==> src/rtl/tssa_pkg.sv <==
`timescale 1ns / 1ps
// shared types and codes for the two-stacks-in-one-array block
// no dependencies

package tssa_pkg;

   typedef enum logic [1:0] {
      CMD_PUSH  = 2'd0,
      CMD_POP   = 2'd1,
      CMD_PEEK  = 2'd2,
      CMD_CLEAR = 2'd3
   } command_type;

   typedef enum logic [1:0] {
      ST_OK    = 2'd0,
      ST_FULL  = 2'd1,
      ST_EMPTY = 2'd2
   } result_type;

   localparam int CAP_W   = 9;
   localparam int COUNT_W = 9;
   localparam logic [CAP_W-1:0] CAP_RESET = 9'd256;

   // controller to datapath
   typedef struct packed {
      logic accept;
      logic exec;
      logic load;
   } ctrl_type;

   // datapath to controller
   typedef struct packed {
      logic read_needed;
   } dp_status_type;

endpackage

==> src/rtl/tssa_ctrl.sv <==
`timescale 1ns / 1ps
// controller state machine: handshakes and step sequencing
// depends on tssa_pkg

module tssa_ctrl (
   input  logic                   clock,
   input  logic                   reset,
   input  logic                   req_tvalid,
   output logic                   req_tready,
   output logic                   rsp_tvalid,
   input  logic                   rsp_tready,
   input  tssa_pkg::dp_status_type dp_status,
   output tssa_pkg::ctrl_type      ctrl
);

   typedef enum logic [1:0] {
      S_IDLE,
      S_EXEC,
      S_READ,
      S_RESP
   } state_type;

   state_type state_ff;
   logic      ready_ff;
   logic      valid_ff;

   always_ff @(posedge clock) begin
      if (reset) begin
         state_ff <= S_IDLE;
         ready_ff <= 1'b1;
         valid_ff <= 1'b0;
      end else begin
         unique case (state_ff)
            S_IDLE: begin
               if (req_tvalid && ready_ff) begin
                  state_ff <= S_EXEC;
                  ready_ff <= 1'b0;
               end
            end
            S_EXEC: begin
               if (dp_status.read_needed) begin
                  state_ff <= S_READ;
               end else begin
                  state_ff <= S_RESP;
                  valid_ff <= 1'b1;
               end
            end
            S_READ: begin
               state_ff <= S_RESP;
               valid_ff <= 1'b1;
            end
            S_RESP: begin
               if (rsp_tready) begin
                  state_ff <= S_IDLE;
                  valid_ff <= 1'b0;
                  ready_ff <= 1'b1;
               end
            end
            default: begin
               state_ff <= S_IDLE;
            end
         endcase
      end
   end

   assign req_tready  = ready_ff && !reset;
   assign rsp_tvalid  = valid_ff;
   assign ctrl.accept = req_tvalid && req_tready;
   assign ctrl.exec   = (state_ff == S_EXEC);
   assign ctrl.load   = (state_ff == S_READ);

endmodule

==> config.mk <==
export PLATFORM = sky130hd
export DESIGN_NAME = tssa_ctrl
export DESIGN_NICKNAME = d
export VERILOG_FILES = /design/src/rtl/tssa_pkg.sv /design/src/rtl/tssa_ctrl.sv
export SDC_FILE = /design/constraint.sdc
export NUM_CORES = 1
export LEC_CHECK = 0
export ABC_AREA = 0
export BUFFER_PORTS_ARGS = -buffer_cell sky130_fd_sc_hd__buf_2
export CORE_AREA = 4 4 41 43
export DETAILED_ROUTE_END_ITERATION = 8
export DIE_AREA = 0 0 45 47
export GPL_ROUTABILITY_DRIVEN = 0
export PLACE_DENSITY = 0.45
export SLEW_MARGIN = 30
export SYNTH_ARGS = -nofsm -noshare
export SYNTH_HDL_FRONTEND = slang
export SYNTH_SLANG_ARGS = --single-unit
export TNS_END_PERCENT = 10
==> constraint.sdc <==
create_clock -name clock -period 2 [get_ports clock]
set_clock_uncertainty 0.15 [all_clocks]
set_input_delay 0.4 -clock clock [delete_from_list [all_inputs] [get_ports clock]]
set_output_delay 0.4 -clock clock [all_outputs]
set_load 0.02 [all_outputs]
==> flow_summary.json <==
{
  "clkSlewWorstSetupHoldPaths_ns": 0.04,
  "min_path_cells": 3,
  "seq_area_um2": 80.1,
  "criticalPathCategory": "reg -> out",
  "reg2reg_depth": 5,
  "htree_num_levels": 1,
  "rsz0062_at_grt": "false",
  "die_h_um": 47,
  "p_clk_frac": 0.166,
  "power.share.sequential": 0.267,
  "setup.worst_path.start_class": "flop",
  "portBuffers": 9,
  "netlist_area_um2": 285,
  "synth_mux_area_frac": 0,
  "holdBufCountCts": 0,
  "max-cap-violations": 0,
  "synth_nets": 43,
  "layout_common_cells": "9 x buf_2, 5 x inv_1, 5 x ha_1, 4 x dfxtp_1",
  "dp_hpwl_um": 472,
  "slew_violations": 0,
  "final_core_utilization": 0.286,
  "finalCriticalPeriod_ns": 1.66,
  "p_per_area_nw_per_um2": 1560,
  "leakagePower_uw": 0.000189,
  "start_util": 0.219,
  "drc": 0,
  "grtUsageMet3": 0.0230,
  "vias_per_cell": 4.22,
  "tightest_slew_ns": 0.254,
  "wire_per_inst_um": 9.23,
  "hold_class": "in -> reg",
  "clockRootBuffer": "clkbuf_4",
  "slew_headroom": 0.830,
  "yosysUniqueCellTypes": 16,
  "comb_power_share": 0.567,
  "layout-drive-gt1-share": 0.289,
  "rows": 13,
  "synth-xor-area-share": 0,
  "p_sw_uw": 248,
  "r2r_setup_slack_ns": 0.47,
  "cts_resized": 0,
  "clock.fmax_mhz": 604,
  "clock_latency_ns": 0.23,
  "grt_pass1_wl_um": 966,
  "grt_usage": 0.0656,
  "cts_setup_buffers": 0,
  "arrival_ns": 1.11,
  "period_share": 0.828,
  "fp.dieW_um": 45,
  "firstDrtPassIters": 2,
  "drt_iter0_drc": 5,
  "diodes": 0,
  "area_growth_pct": 30.3,
  "vias": 253,
  "cts_sinks": 4,
  "final_antenna_net_count": 0,
  "multi_input_area_um2": 186,
  "ys_seq_area_frac": 0.281,
  "grt_pass1_vias": 239,
  "nNetsFinal": 57,
  "synthCells": 33,
  "cts_made_buffers": 3,
  "status": "completed",
  "setup_viol": 0,
  "grt_max_degree": 6,
  "synth_top_area_frac": 0.281,
  "coreArea_um2": 1300,
  "switching_share": 0.429,
  "synth_compound_area_frac": 0.289,
  "drt_wl_total_um": 554,
  "grt_use_met2": 0.0989,
  "ir_worst_vdd_v": 0.000397,
  "use_met1": 0.0750,
  "grt_antenna_before_repair": 0,
  "worstSetupEndpointType": "output pin",
  "grt_overflow_total": 0,
  "syn_area_per_cell_um2": 8.64,
  "die_area_um2": 2120,
  "synth_top_family_by_area": "compound AO/OA/AOI/OAI gates",
  "fillers": 160,
  "required_ns": 1.45,
  "final_common_cell": "buf_2",
  "final_hold_viol_count": 0,
  "cts_tree": "built",
  "yosysWarnings": 0,
  "crit_fanout": 5,
  "internal-power_uw": 330,
  "fin_tns_setup_ns": 0,
  "clock_path_buffers": 2,
  "ios": 10,
  "synth_top_cell_by_area": "dfxtp_1",
  "synth_area_leaders": "dfxtp_1 28%, ha_1 22%, inv_1 6.6%",
  "ys_ff_latch": 4,
  "busiest_layer": "met2",
  "yosys.area_share.simple": 0.145,
  "synthAdderAreaFrac": 0.219
}
## layer usage
layer  up-vias  wire length (um)
met5         -                 0
met4         0                 0
met3         0                17
met2         2               288
met1       110               247
li1        141                 -
## synthesized netlist by cell type, drive strengths merged
master	instances
o311a	1
nor3b	1
o21ai	1
a21oi	3
o21a	2
nor2	2
nand2	2
a32o	1
inv	5
a21boi	1
and2	1
dfxtp	4
nor2b	2
a211o	1
ha	5
o31ai	1
## per-stage QoR
step / area, um^2 / std cells / hold WS [ns] / total power [uW] / setup WS (ns)
after global placement: 349 / 57 / 0.341 / 499 / 0.448
after global routing: 372 / 60 / 0.347 / 647 / 0.263
after detailed placement: 349 / 57 / 0.349 / 486 / 0.475
final: 372 / 60 / 0.317 / 578 / 0.343
after floorplan: 285 / 33 / 0.378 / 410 / 0.422
after CTS: 372 / 60 / 0.305 / 590 / 0.325
## worst max-delay path, cell delays in order, from the launching register on
cell and delay [ns]:
dfxtp_1 0.39, inv_1 0.10, ha_1 0.22, buf_2 0.17
## kinds of logic after synthesis
family	count (synthesis)
buffers and inverters	5
AO/OA/AOI/OAI	11
adder cells (fa/ha/maj)	5
flip-flops	4
AND/OR/NAND/NOR	8
## cell type report
class / count / area share
multi-input cells: 24 / 0.502
flip-flops and latches: 4 / 0.215
repair buffers: 9 / 0.121
clock buffers: 3 / 0.0606
inverters: 5 / 0.0505
well taps: 15 / 0.0505
## state kept, by name (all words and copies together), names as in the netlist
name	flops
state_ff	2
rsp_tvalid	1
ready_ff	1
## worst paths after layout
check / from / endpoint
worst max-delay path: state_ff[1]$_SDFFE_PP0P_ / ctrl[1]
worst min-delay path: reset / ready_ff$_SDFFE_PP1P_
worst max register to register: state_ff[1]$_SDFFE_PP0P_ / state_ff[0]$_SDFFE_PP0P_
worst min register to register: rsp_tvalid$_SDFFE_PP0P_ / rsp_tvalid$_SDFFE_PP0P_
## power groups by stage
stage / combinational [uW] / clock, uW / sequential [uW]
floorplan: 250 / 0 / 160
global placement: 341 / 0 / 158
detailed placement: 330 / 0 / 156
CTS: 332 / 103 / 155
global route: 379 / 106 / 162
finish: 328 / 96.2 / 154
Power figures use the tool's default switching activity.
